**src/rtl/raf_pkg.sv**
```systemverilog
package raf_pkg;

  localparam int WINDOW   = 20;
  localparam int SAMPLE_W = 16;
  localparam int SUM_W    = SAMPLE_W + ((WINDOW > 1) ? $clog2(WINDOW) : 1);
  localparam int CNT_W    = $clog2(WINDOW + 1);
  localparam int POS_W    = (WINDOW > 1) ? $clog2(WINDOW) : 1;
  localparam int STEP_W   = $clog2(SUM_W);

  // sample queue between the front and back parts
  localparam int QDEPTH   = 2;
  localparam int QPTR_W   = $clog2(QDEPTH);
  localparam int QCNT_W   = $clog2(QDEPTH + 1);

  typedef logic [SAMPLE_W-1:0] sample_t;

  typedef struct packed {
    logic    valid;
    sample_t data;
  } queue_out_t;

endpackage

```
**src/rtl/raf_queue.sv**
```systemverilog
module raf_queue (
  input  logic                clk,
  input  logic                rst,
  input  logic                s_tvalid,
  output logic                s_tready,
  input  raf_pkg::sample_t    s_tdata,
  output raf_pkg::queue_out_t head,
  input  logic                pop
);
  import raf_pkg::*;

  sample_t            mem [QDEPTH];
  logic [QPTR_W-1:0]  wr_ptr;
  logic [QPTR_W-1:0]  rd_ptr;
  logic [QCNT_W-1:0]  count;
  logic               push;
  logic               take;

  assign s_tready = (count != QCNT_W'(QDEPTH));
  assign push     = s_tvalid && s_tready;
  assign take     = pop && (count != '0);
  assign head.valid = (count != '0);
  assign head.data  = mem[rd_ptr];

  always_ff @(posedge clk) begin
    if (push) begin
      mem[wr_ptr] <= s_tdata;
    end
  end

  always_ff @(posedge clk) begin
    if (rst) begin
      wr_ptr <= '0;
      rd_ptr <= '0;
      count  <= '0;
    end else begin
      if (push) begin
        wr_ptr <= (wr_ptr == QPTR_W'(QDEPTH - 1)) ? '0 : wr_ptr + 1'b1;
      end
      if (take) begin
        rd_ptr <= (rd_ptr == QPTR_W'(QDEPTH - 1)) ? '0 : rd_ptr + 1'b1;
      end
      case ({push, take})
        2'b10:   count <= count + 1'b1;
        2'b01:   count <= count - 1'b1;
        default: count <= count;
      endcase
    end
  end

endmodule

```
**src/rtl/raf_core.sv**
```systemverilog
module raf_core (
  input  logic                clk,
  input  logic                rst,
  input  raf_pkg::queue_out_t head,
  output logic                pop,
  output logic                m_tvalid,
  input  logic                m_tready,
  output raf_pkg::sample_t    m_tdata
);
  import raf_pkg::*;

  typedef enum logic {S_IDLE, S_DIV} state_t;

  state_t            state;
  sample_t           ring [WINDOW];
  logic [POS_W-1:0]  wr_pos;
  logic [POS_W-1:0]  wr_pos_next;
  logic [SUM_W-1:0]  sum;
  logic [SUM_W-1:0]  sum_next;
  logic [CNT_W-1:0]  fill;
  logic [CNT_W-1:0]  fill_next;
  logic              full;
  sample_t           old;

  logic [SUM_W-1:0]  quo;
  logic [SUM_W-1:0]  quo_next;
  logic [CNT_W-1:0]  rem;
  logic [CNT_W-1:0]  rem_next;
  logic [CNT_W:0]    shifted;
  logic [CNT_W:0]    diff;
  logic              ge;
  logic [STEP_W-1:0] step;
  logic              last_step;
  logic              out_free;
  logic              finish;

  // entries past the fill point were never written and count as zero
  assign full = (fill == CNT_W'(WINDOW));
  assign old  = full ? ring[wr_pos] : '0;

  always_comb begin
    sum_next    = sum - SUM_W'(old) + SUM_W'(head.data);
    wr_pos_next = (wr_pos == POS_W'(WINDOW - 1)) ? '0 : wr_pos + 1'b1;
    fill_next   = full ? fill : fill + 1'b1;
  end

  // restoring divider, one quotient bit per cycle; the last bit waits for a free output
  always_comb begin
    shifted  = {rem, quo[SUM_W-1]};
    diff     = shifted - {1'b0, fill};
    ge       = (shifted >= {1'b0, fill});
    rem_next = ge ? diff[CNT_W-1:0] : shifted[CNT_W-1:0];
    quo_next = {quo[SUM_W-2:0], ge};
  end

  assign last_step = (step == STEP_W'(SUM_W - 1));
  assign out_free  = !m_tvalid || m_tready;
  assign finish    = (state == S_DIV) && last_step && out_free;
  assign pop       = (state == S_IDLE) && head.valid;

  always_ff @(posedge clk) begin
    if (pop) begin
      ring[wr_pos] <= head.data;
    end
  end

  always_ff @(posedge clk) begin
    if (rst) begin
      state    <= S_IDLE;
      wr_pos   <= '0;
      sum      <= '0;
      fill     <= '0;
      step     <= '0;
      m_tvalid <= 1'b0;
    end else begin
      m_tvalid <= finish || (m_tvalid && !m_tready);
      case (state)
        S_IDLE: begin
          if (head.valid) begin
            sum    <= sum_next;
            wr_pos <= wr_pos_next;
            fill   <= fill_next;
            quo    <= sum_next;
            rem    <= '0;
            step   <= '0;
            state  <= S_DIV;
          end
        end
        S_DIV: begin
          if (!last_step) begin
            quo  <= quo_next;
            rem  <= rem_next;
            step <= step + 1'b1;
          end else if (out_free) begin
            // final bit lands straight in the output register
            m_tdata <= quo_next[SAMPLE_W-1:0];
            state   <= S_IDLE;
          end
        end
        default: state <= S_IDLE;
      endcase
    end
  end

endmodule

```
**src/rtl/running_average_filter_unit.sv**
```systemverilog
// Running average filter: mean of the last WINDOW (20) unsigned 16-bit samples.
//
// Input channel s_*: one sample per request, tdata = sample[15:0].
// Output channel m_*: one result per sample, tdata = average[15:0], the sum
// of the stored samples divided by the number seen so far (up to WINDOW),
// truncated.
//
// A two-entry queue takes samples while the back end works; the back end
// updates the ring and running sum as it takes a sample, then runs a
// restoring divider at one quotient bit per cycle (21 bits), the last
// bit waiting while the receiver stalls. It takes the next sample from
// the queue only after the divider has finished the previous one.
//
// Reset clears the queue, position, sum and fill count; ring contents are
// treated as zero until written. If the receiver stalls, the result holds
// in the output register, the divider waits on its last step, and the queue
// keeps taking up to two more samples before s_tready drops.
module running_average_filter_unit (
  input  logic        clk,
  input  logic        rst,
  input  logic        s_tvalid,
  output logic        s_tready,
  input  logic [15:0] s_tdata,   // [15:0] sample
  output logic        m_tvalid,
  input  logic        m_tready,
  output logic [15:0] m_tdata    // [15:0] average
);
  import raf_pkg::*;

  queue_out_t head;
  logic       pop;

  raf_queue u_queue (
    .clk      (clk),
    .rst      (rst),
    .s_tvalid (s_tvalid),
    .s_tready (s_tready),
    .s_tdata  (s_tdata),
    .head     (head),
    .pop      (pop)
  );

  raf_core u_core (
    .clk      (clk),
    .rst      (rst),
    .head     (head),
    .pop      (pop),
    .m_tvalid (m_tvalid),
    .m_tready (m_tready),
    .m_tdata  (m_tdata)
  );

endmodule

```
**config.mk**
```make
export PLATFORM = sky130hd
export DESIGN_NAME = running_average_filter_unit
export DESIGN_NICKNAME = d
export VERILOG_FILES = /design/src/rtl/raf_pkg.sv /design/src/rtl/raf_queue.sv /design/src/rtl/raf_core.sv /design/src/rtl/running_average_filter_unit.sv
export SDC_FILE = /design/constraint.sdc
export NUM_CORES = 1
export LEC_CHECK = 0
export BUFFER_PORTS_ARGS = -buffer_cell sky130_fd_sc_hd__buf_2
export CORE_ASPECT_RATIO = 1.75
export CORE_MARGIN = 3
export CORE_UTILIZATION = 33
export CTS_CLUSTER_DIAMETER = 100
export DETAILED_ROUTE_END_ITERATION = 10
export GPL_TIMING_DRIVEN = 0
export PLACE_DENSITY = 0.55
export SLEW_MARGIN = 15
export SYNTH_ARGS = -nofsm -noshare
export SYNTH_HDL_FRONTEND = slang
export SYNTH_SLANG_ARGS = --single-unit
```
**constraint.sdc**
```tcl
create_clock -name clk -period 5.55 [get_ports clk]
set_input_delay 1.11 -clock clk [delete_from_list [all_inputs] [get_ports clk]]
set_output_delay 1.11 -clock clk [all_outputs]
set_load 0.03 [all_outputs]
```
==> results of run 1 <==
[flip-flops by register name (all words and copies together), names as in the netlist, 5 cells and up, named ones only]
| name | flops |
|---|---|
| u_core.sum | 21 |
| u_core.wr_pos | 5 |
| u_core.quo | 21 |
| u_core.step | 5 |
| u_core.rem | 5 |
| u_queue.mem | 32 |
| u_core.fill | 5 |
| u_core.m_tdata | 16 |
| u_core.ring | 320 |
[where the power goes]
part | switching (mW) | internal, mW | total (mW)
registers | 0.135 | 4.25 | 4.38
logic | 2.23 | 1.31 | 3.54
clock network | 1.24 | 1.64 | 2.87
total | 3.60 | 7.20 | 10.8
[kinds of logic (layout without fill, tap and decap cells)]
kind of cell | count (synthesis) | in the layout
flops | 442 | 442
simple gates | 243 | 243
compound gates | 150 | 150
mux | 133 | 133
buf+inv | 132 | 253
fa+ha+maj | 52 | 52
xor+xnor | 17 | 17
[critical path: stages, from the launching register on]
cell and delay [ns]:
dfxtp_1 0.31, clkbuf_1 0.36, clkbuf_2 0.46, mux4_2 0.39
mux4_2 0.52, mux2i_1 0.22, nor2_1 0.09, fa_1 0.52
inv_1 0.04, ha_1 0.37, and2_1 0.18, buf_2 0.16
nand2_1 0.20, o21ai_1 0.26, o311ai_2 0.53, mux2_2 0.40
nand3_1 0.14
[layer usage]
| metal | track usage | wire length (microns) | vias to the layer above |
|---|---|---|---|
| li1 | - | - | 4718 |
| met1 | 0.156 | 16400 | 5323 |
| met2 | 0.306 | 26400 | 238 |
| met3 | 0.0176 | 1370 | 98 |
| met4 | 0.0701 | 2110 | 0 |
| met5 | 0 | 0 | - |
[final cells by class]
class,count,share of cell area
flip-flops and latches,442,0.587
well taps,760,0.0436
clock inverters,26,0.0137
clock buffers,46,0.0479
multi-input cells,595,0.268
inverters,75,0.0129
plain buffers,57,0.0120
repair buffers,49,0.0152
[worst max path at each step]
| stage | startpoint | endpoint | slack, ns | depth (start not counted) |
|---|---|---|---|---|
| after CTS | flip-flop | u_core.quo[20]$_DFFE_PP_ | 0.16 | 16 |
| after global placement | flip-flop | u_core.quo[20]$_DFFE_PP_ | -0.1 | 16 |
| after floorplan | flip-flop | u_core.sum[19]$_SDFFE_PP0P_ | 1.18 | 16 |
| after global routing | flip-flop | u_core.quo[20]$_DFFE_PP_ | 0.001 | 16 |
| after detailed placement | flip-flop | u_core.quo[20]$_DFFE_PP_ | -0.11 | 16 |
| final | flip-flop | u_core.quo[20]$_DFFE_PP_ | 0.22 | 16 |
[repair_timing]
| action | in CTS | in global routing |
|---|---|---|
| resized for setup | 5 | 7 |
| hold buffers | 0 | 0 |
| setup endpoints to repair | 3 | 2 |
[cell usage in the layout (no fill, tap or decap), types with 6 or more instances in the layout]
cell	instances
ha_1	35
clkbuf_16	40
and3_1	11
or2_2	8
nand3_1	25
edfxtp_1	394
a21o_1	13
buf_6	9
nor2_1	57
nor2_2	9
bufinv_16	6
clkinv_2	9
a31oi_1	6
nand2_1	49
nand2b_1	6
mux2_2	7
o21a_1	7
fa_1	17
inv_1	74
buf_2	51
nor3_1	20
xnor2_1	12
dfxtp_1	48
mux2i_1	30
mux4_2	96
o21ai_0	30
buf_1	8
clkbuf_2	7
o31ai_1	12
and2_1	7
nor2_4	13
clkbuf_1	28
a21oi_1	33
nand4_1	8
a211oi_1	9
==> metrics.md, run 1 <==
| Metric | Value |
|---|---|
| Status | completed |
| Simple-gate portion of the synthesized area | 0.0624 |
| CP required | between 5 and 6 ns |
| I/O pin count | 38 |
| Top-count cell post-synth | edfxtp_1 |
| Final hold vios | 0 |
| Routed via count | approximately 10000 |
| Synthesis-stage register bit count | between 400 and 500 |
| H-tree levels | 2 |
| Relative slew slack | 0.275 |
| Diode count | 0 |
| Total track usage | 0.153 |
| Final wirelength | 46.2 mm |
| Area grow syn2layout | 14.5% |
| Post-Syn Nets | 1241 |
| Slew Limit Fails | 0 |
| Largest cells by area after synthesis | edfxtp_1, mux4_2, dfxtp_1 |
| Skew-Pair Late Insertion Delay | 0.55 ns |
| RePlAce Congestion | 0.838 |
| Final net count | between 1000 and 1500 |
| TNS Setup | 0 ns |
| Final Cell Area | 21800 sq um |
| Synth Flop Type | edfxtp_1 |
| Mapped Area | approximately 19000 sq um |
| Syn avg cell area | between 15 and 20 sq um |
| Setup Crit Path Kind | reg2reg |
| Global route total overflow | 0 |
| Commonest cells post-synth | edfxtp_1, mux4_2, nor2_1 |
| Post-Place Cells | roughly 2000 |
| Number of global-route vias before repair | 11200 |
| ANT nets after route | 0 |
| PwrDens | 495 nW/um^2 |
| Post-Synth XOR/XNOR Area | 0.00782 |
| Worst-Margin Slew | 1.09 ns |
| Post-synth top area share | 0.622 |
| Setup violators final | 0 |
| Mux cell area share after synthesis | 0.134 |
| Cell chosen for the clock root | clkbuf_16 |
| Die height | approximately 320 microns |
| Seq/Total Area, Yosys | 0.672 |
| Storage element area | about 13000 sq um |
| Die area | 60700 sq um |
| DRT Pass-1 Iters | 5 |
| Setup slack after layout | roughly 0.22 ns |
| Routed length per instance | around 23 microns |
| Row count | roughly 120 |
| Largest family of logic cells by synthesized area | multiplexers |
| Filler cells | around 5300 |
| Initial antenna violation count | 0 |
| Async SR Flop Fraction | 0 |
| Number of flops mapped to enable cells by yosys | between 300 and 400 |
| Worst Path Max Fanout | 10 |
| Cts bufs inserted | 40 |
| Final Util | 0.384 |
| Placed cell area | between 20000 and 25000 sq um |
| MaxCap Viol Count | 0 |
| HPWL Detailed | 32.4 mm |
| Post-CTS setup buffer count | 0 |
| DRT iter0 DRCs | 720 |
| DR vias/cell | about 5 |
| Reg2reg end | u_core.quo[20]$_DFFE_PP_ |
| Setup crit start kind | flip-flop |
| Worst R2R Path Depth | 16 |
| Yosys warning count | 0 |
| LEAKAGE | just over 7 nW |
| Synth area leader | edfxtp_1 |
| Die X | roughly 190 microns |
| Register clock-pin slew on the reported worst setup and hold paths | approximately 0.070 ns |
| Min-delay worst type | reg2reg |
| CP arrival | about 5.7 ns |
| Area fraction in compound gates after synthesis | 0.0554 |
| Maximum number of pins on one net before global-route repair | 22 |
| Total power | roughly 11 mW |
| WHS Endpoint | u_core.sum[0]$_SDFFE_PP0P_ |
| Core area | between 50000 and 60000 sq um |
| Pre-CTS setup slack | -0.107 ns |
| RSZ-0062 raised after global routing | false |
| Clock period minus final worst setup slack | around 5.3 ns |
| Post-synthesis adder-cell area fraction | 0.0409 |
| CTS sink cnt | 442 |
| Fmax | ~0.19 GHz |
| Yosys cell types | 70 |
| Finished Layout Cells | ~2100 |
| WHS | 0.461 ns |
| Max VDD drop | 0.000207 V |
| Hold path cells | 2 |
| Port buffer count | 37 |
| Clock Skew | between 0.03 and 0.04 ns |
| Synth Instances | 1169 |
| Initial Util | 0.336 |
| Beginning of the worst hold path | u_core.sum[0]$_SDFFE_PP0P_ |
| Area of the multi-input gates | just under 6000 sq um |
| Period utilization | 0.960 |
| Clock buffer depth | 3 |
| Crit end category | flip-flop |
| CTS tree | done |
| R2R Setup Slk | 0.22 ns |
| First-pass GRT wire length | approximately 70 mm |
| Ratio of cells with drive above 1 in the final layout | 0.219 |
| DRC | 0 |
Power figures use the tool's default switching activity.
==> run 2, diff against run 1 <==
Settings changed: RECOVER_POWER set to 100.
==> run 2 against run 1 <==
  * Worst setup slack worse by 0.014 ns
  * Critical path depth stayed put
  * Flip-flop and latch count stayed put
  * Via count is 0.57% higher
  * Fmax is 0.26% lower
  * Cell count stayed put
  * Count of clock-buffer cells in the layout stayed put
  * First-iteration DRC count is 1.9% higher
  * Combinational power is 1% lower
  * Core utilization is 0.32 points lower
  * The flow now finishes with violations (max-capacitance violations, max-slew violations)
==> metrics.md, run 2 (synthesis gave the netlist of run 1 again) <==
| Metric | Value |
|---|---|
| Status | complete, but fails checks |
| Failing checks | max-capacitance violations, max-slew violations |
| CTS tree | done |
| Worst-Margin Slew | approximately 2.2 ns |
| Clock Skew | roughly 0.03 ns |
| I/O pin count | 38 |
| Total power | 10.8 mW |
| RePlAce Congestion | 0.838 |
| Slew Limit Fails | 51 |
| DRC | 0 |
| Post-Place Cells | 1978 |
| MaxCap Viol Count | 3 |
| Final Util | 0.381 |
| DRT Pass-1 Iters | 5 |
| Die height | between 300 and 400 microns |
| Clock period minus final worst setup slack | about 5.3 ns |
| Cts bufs inserted | 40 |
| Crit end category | flip-flop |
| Ratio of cells with drive above 1 in the final layout | 0.174 |
| Row count | ~120 |
| Skew-Pair Late Insertion Delay | between 0.5 and 0.6 ns |
| Switching Power | about 3.6 mW |
| PwrDens | 497 nW/um^2 |
| Die area | 60700 sq um |
| Cell chosen for the clock root | clkbuf_16 |
| Crit path max-delay cell type | o311ai_2 |
| Routed via count | 10400 |
| Number of buffers inserted by hold repair at cts | 0 |
| Setup crit start kind | flip-flop |
| Core area | around 57000 sq um |
| CP arrival | between 5 and 6 ns |
| Slowest cell delay on critical path | roughly 0.53 ns |
| Pint | ~7.2 mW |
| Number of global-route vias before repair | about 11000 |
| Port buffer count | 37 |
| CTS sink cnt | 442 |
| H-tree levels | 2 |
| First-pass GRT wire length | 69.7 mm |
| Setup violators final | 0 |
| Period utilization | 0.963 |
| Final net count | 1332 |
| TNS Setup | 0 ns |
| ANT nets after route | 0 |
| Most frequent cells in the layout | edfxtp_1, mux4_2, inv_1 |
| Area grow syn2layout | 13.6% |
| DR vias/cell | roughly 5.1 |
| Worst Path Max Fanout | 10 |
| Final hold vios | 0 |
| Global route total overflow | 0 |
| Clock network fraction of total power | 0.267 |
| LEAKAGE | around 7 nW |
| Biggest register | u_core.ring |
| Routed length per instance | ~23 microns |
| Finished Layout Cells | between 2000 and 2500 |
| WHS | approximately 0.46 ns |
| Register clock-pin slew on the reported worst setup and hold paths | around 0.070 ns |
| CP required | 5.93 ns |
| Most frequent CP cell | mux4_2 |
| Min-delay worst type | reg2reg |
| DRT iter0 DRCs | roughly 730 |
| Total track usage | 0.153 |
| Maximum number of pins on one net before global-route repair | 22 |
| Worst path cell trace | clkbuf_1 > clkbuf_2 > mux4_2 > mux4_2 > mux2i_1 > nor2_1 > fa_1 > inv_1 > ha_1 > and2_1 > buf_2 > nand2_1 > o21ai_1 > o311ai_2 > mux2_2 > nand3_1 |
| Clock buffer depth | 3 |
| Initial Util | 0.336 |
| Share of power burned in registers | 0.408 |
| Initial antenna violation count | 0 |
| Filler cells | ~5300 |
| Max VDD drop | about 0.00021 V |
| Final wirelength | roughly 46 mm |
| Most common cell after layout, fill and taps aside | edfxtp_1 |
| Fmax | ~0.19 GHz |
| Sw frac | 0.333 |
| Max reg flops | between 300 and 400 |
| Setup Crit Path Kind | reg2reg |
| Combinational Power Share | 0.325 |
| Die X | around 190 microns |
| RSZ-0062 raised after global routing | false |
| Diode count | 0 |
| Relative slew slack | -0.450 |
| Largest regs | u_core.ring x320, u_queue.mem x32 |
| HPWL Detailed | roughly 32 mm |
## run 2: final cells by class
cell class	instances	area [sq um]	share of cell area
sequential	442	12800	0.592
multi-input combinational	595	5780	0.267
clock buffer	46	1040	0.0483
tap	760	951	0.0440
clock inverter	26	299	0.0138
inverter	75	282	0.0130
buffer	57	254	0.0118
timing repair buffer	49	219	0.0101
## run 2: metal layers
layer / global-route usage / routed length [microns] / vias to the layer above
met2: 0.306 / 26400 / 257
met1: 0.156 / 16300 / 5355
met3: 0.0176 / 1330 / 104
met5: 0 / 0 / -
met4: 0.0701 / 2100 / 0
li1: - / - / 4720
## run 2: worst max-delay path: cells and delay by family (launching register included)
| kind | cells | cell delay, ns |
|---|---|---|
| mux | 4 | 1.53 |
| compound gates | 2 | 0.79 |
| fa+ha+maj | 2 | 0.89 |
| simple gates | 4 | 0.61 |
| buf+inv | 4 | 1.04 |
| flops | 1 | 0.31 |
## run 2: power groups by stage
stage | clock, mW | sequential [mW] | combinational, mW
after floorplan | 0 | 4.40 | 2.48
after global placement | 0 | 4.45 | 3.47
after detailed placement | 0 | 4.46 | 3.56
after CTS | 2.94 | 4.39 | 3.58
after global routing | 3.05 | 4.42 | 3.87
final | 2.87 | 4.39 | 3.49
## run 2: worst paths after layout
path / start / end / slack [ns] / cells after the start
min reg2reg: u_core.quo[0]$_DFFE_PP_ / u_core.m_tdata[1]$_DFFE_PP_ / 0.46 / 0
max reg2reg: flip-flop / u_core.quo[20]$_DFFE_PP_ / 0.21 / 16
max: flip-flop / u_core.quo[20]$_DFFE_PP_ / 0.21 / 16
min: u_core.quo[0]$_DFFE_PP_ / u_core.m_tdata[1]$_DFFE_PP_ / 0.46 / 0
## run 2: per-stage QoR
step	instance area (sq um)	setup slack [ns]
after global routing	21600	0.00144
after CTS	21800	0.160
final	21600	0.206
after detailed placement	20400	-0.107
after floorplan	19000	1.18
after global placement	20200	-0.0957
## run 2: repair_timing
item / CTS / global route
setup endpoints to repair: 3 / 2
resized for setup: 5 / 7
buffers inserted: 0 / 0
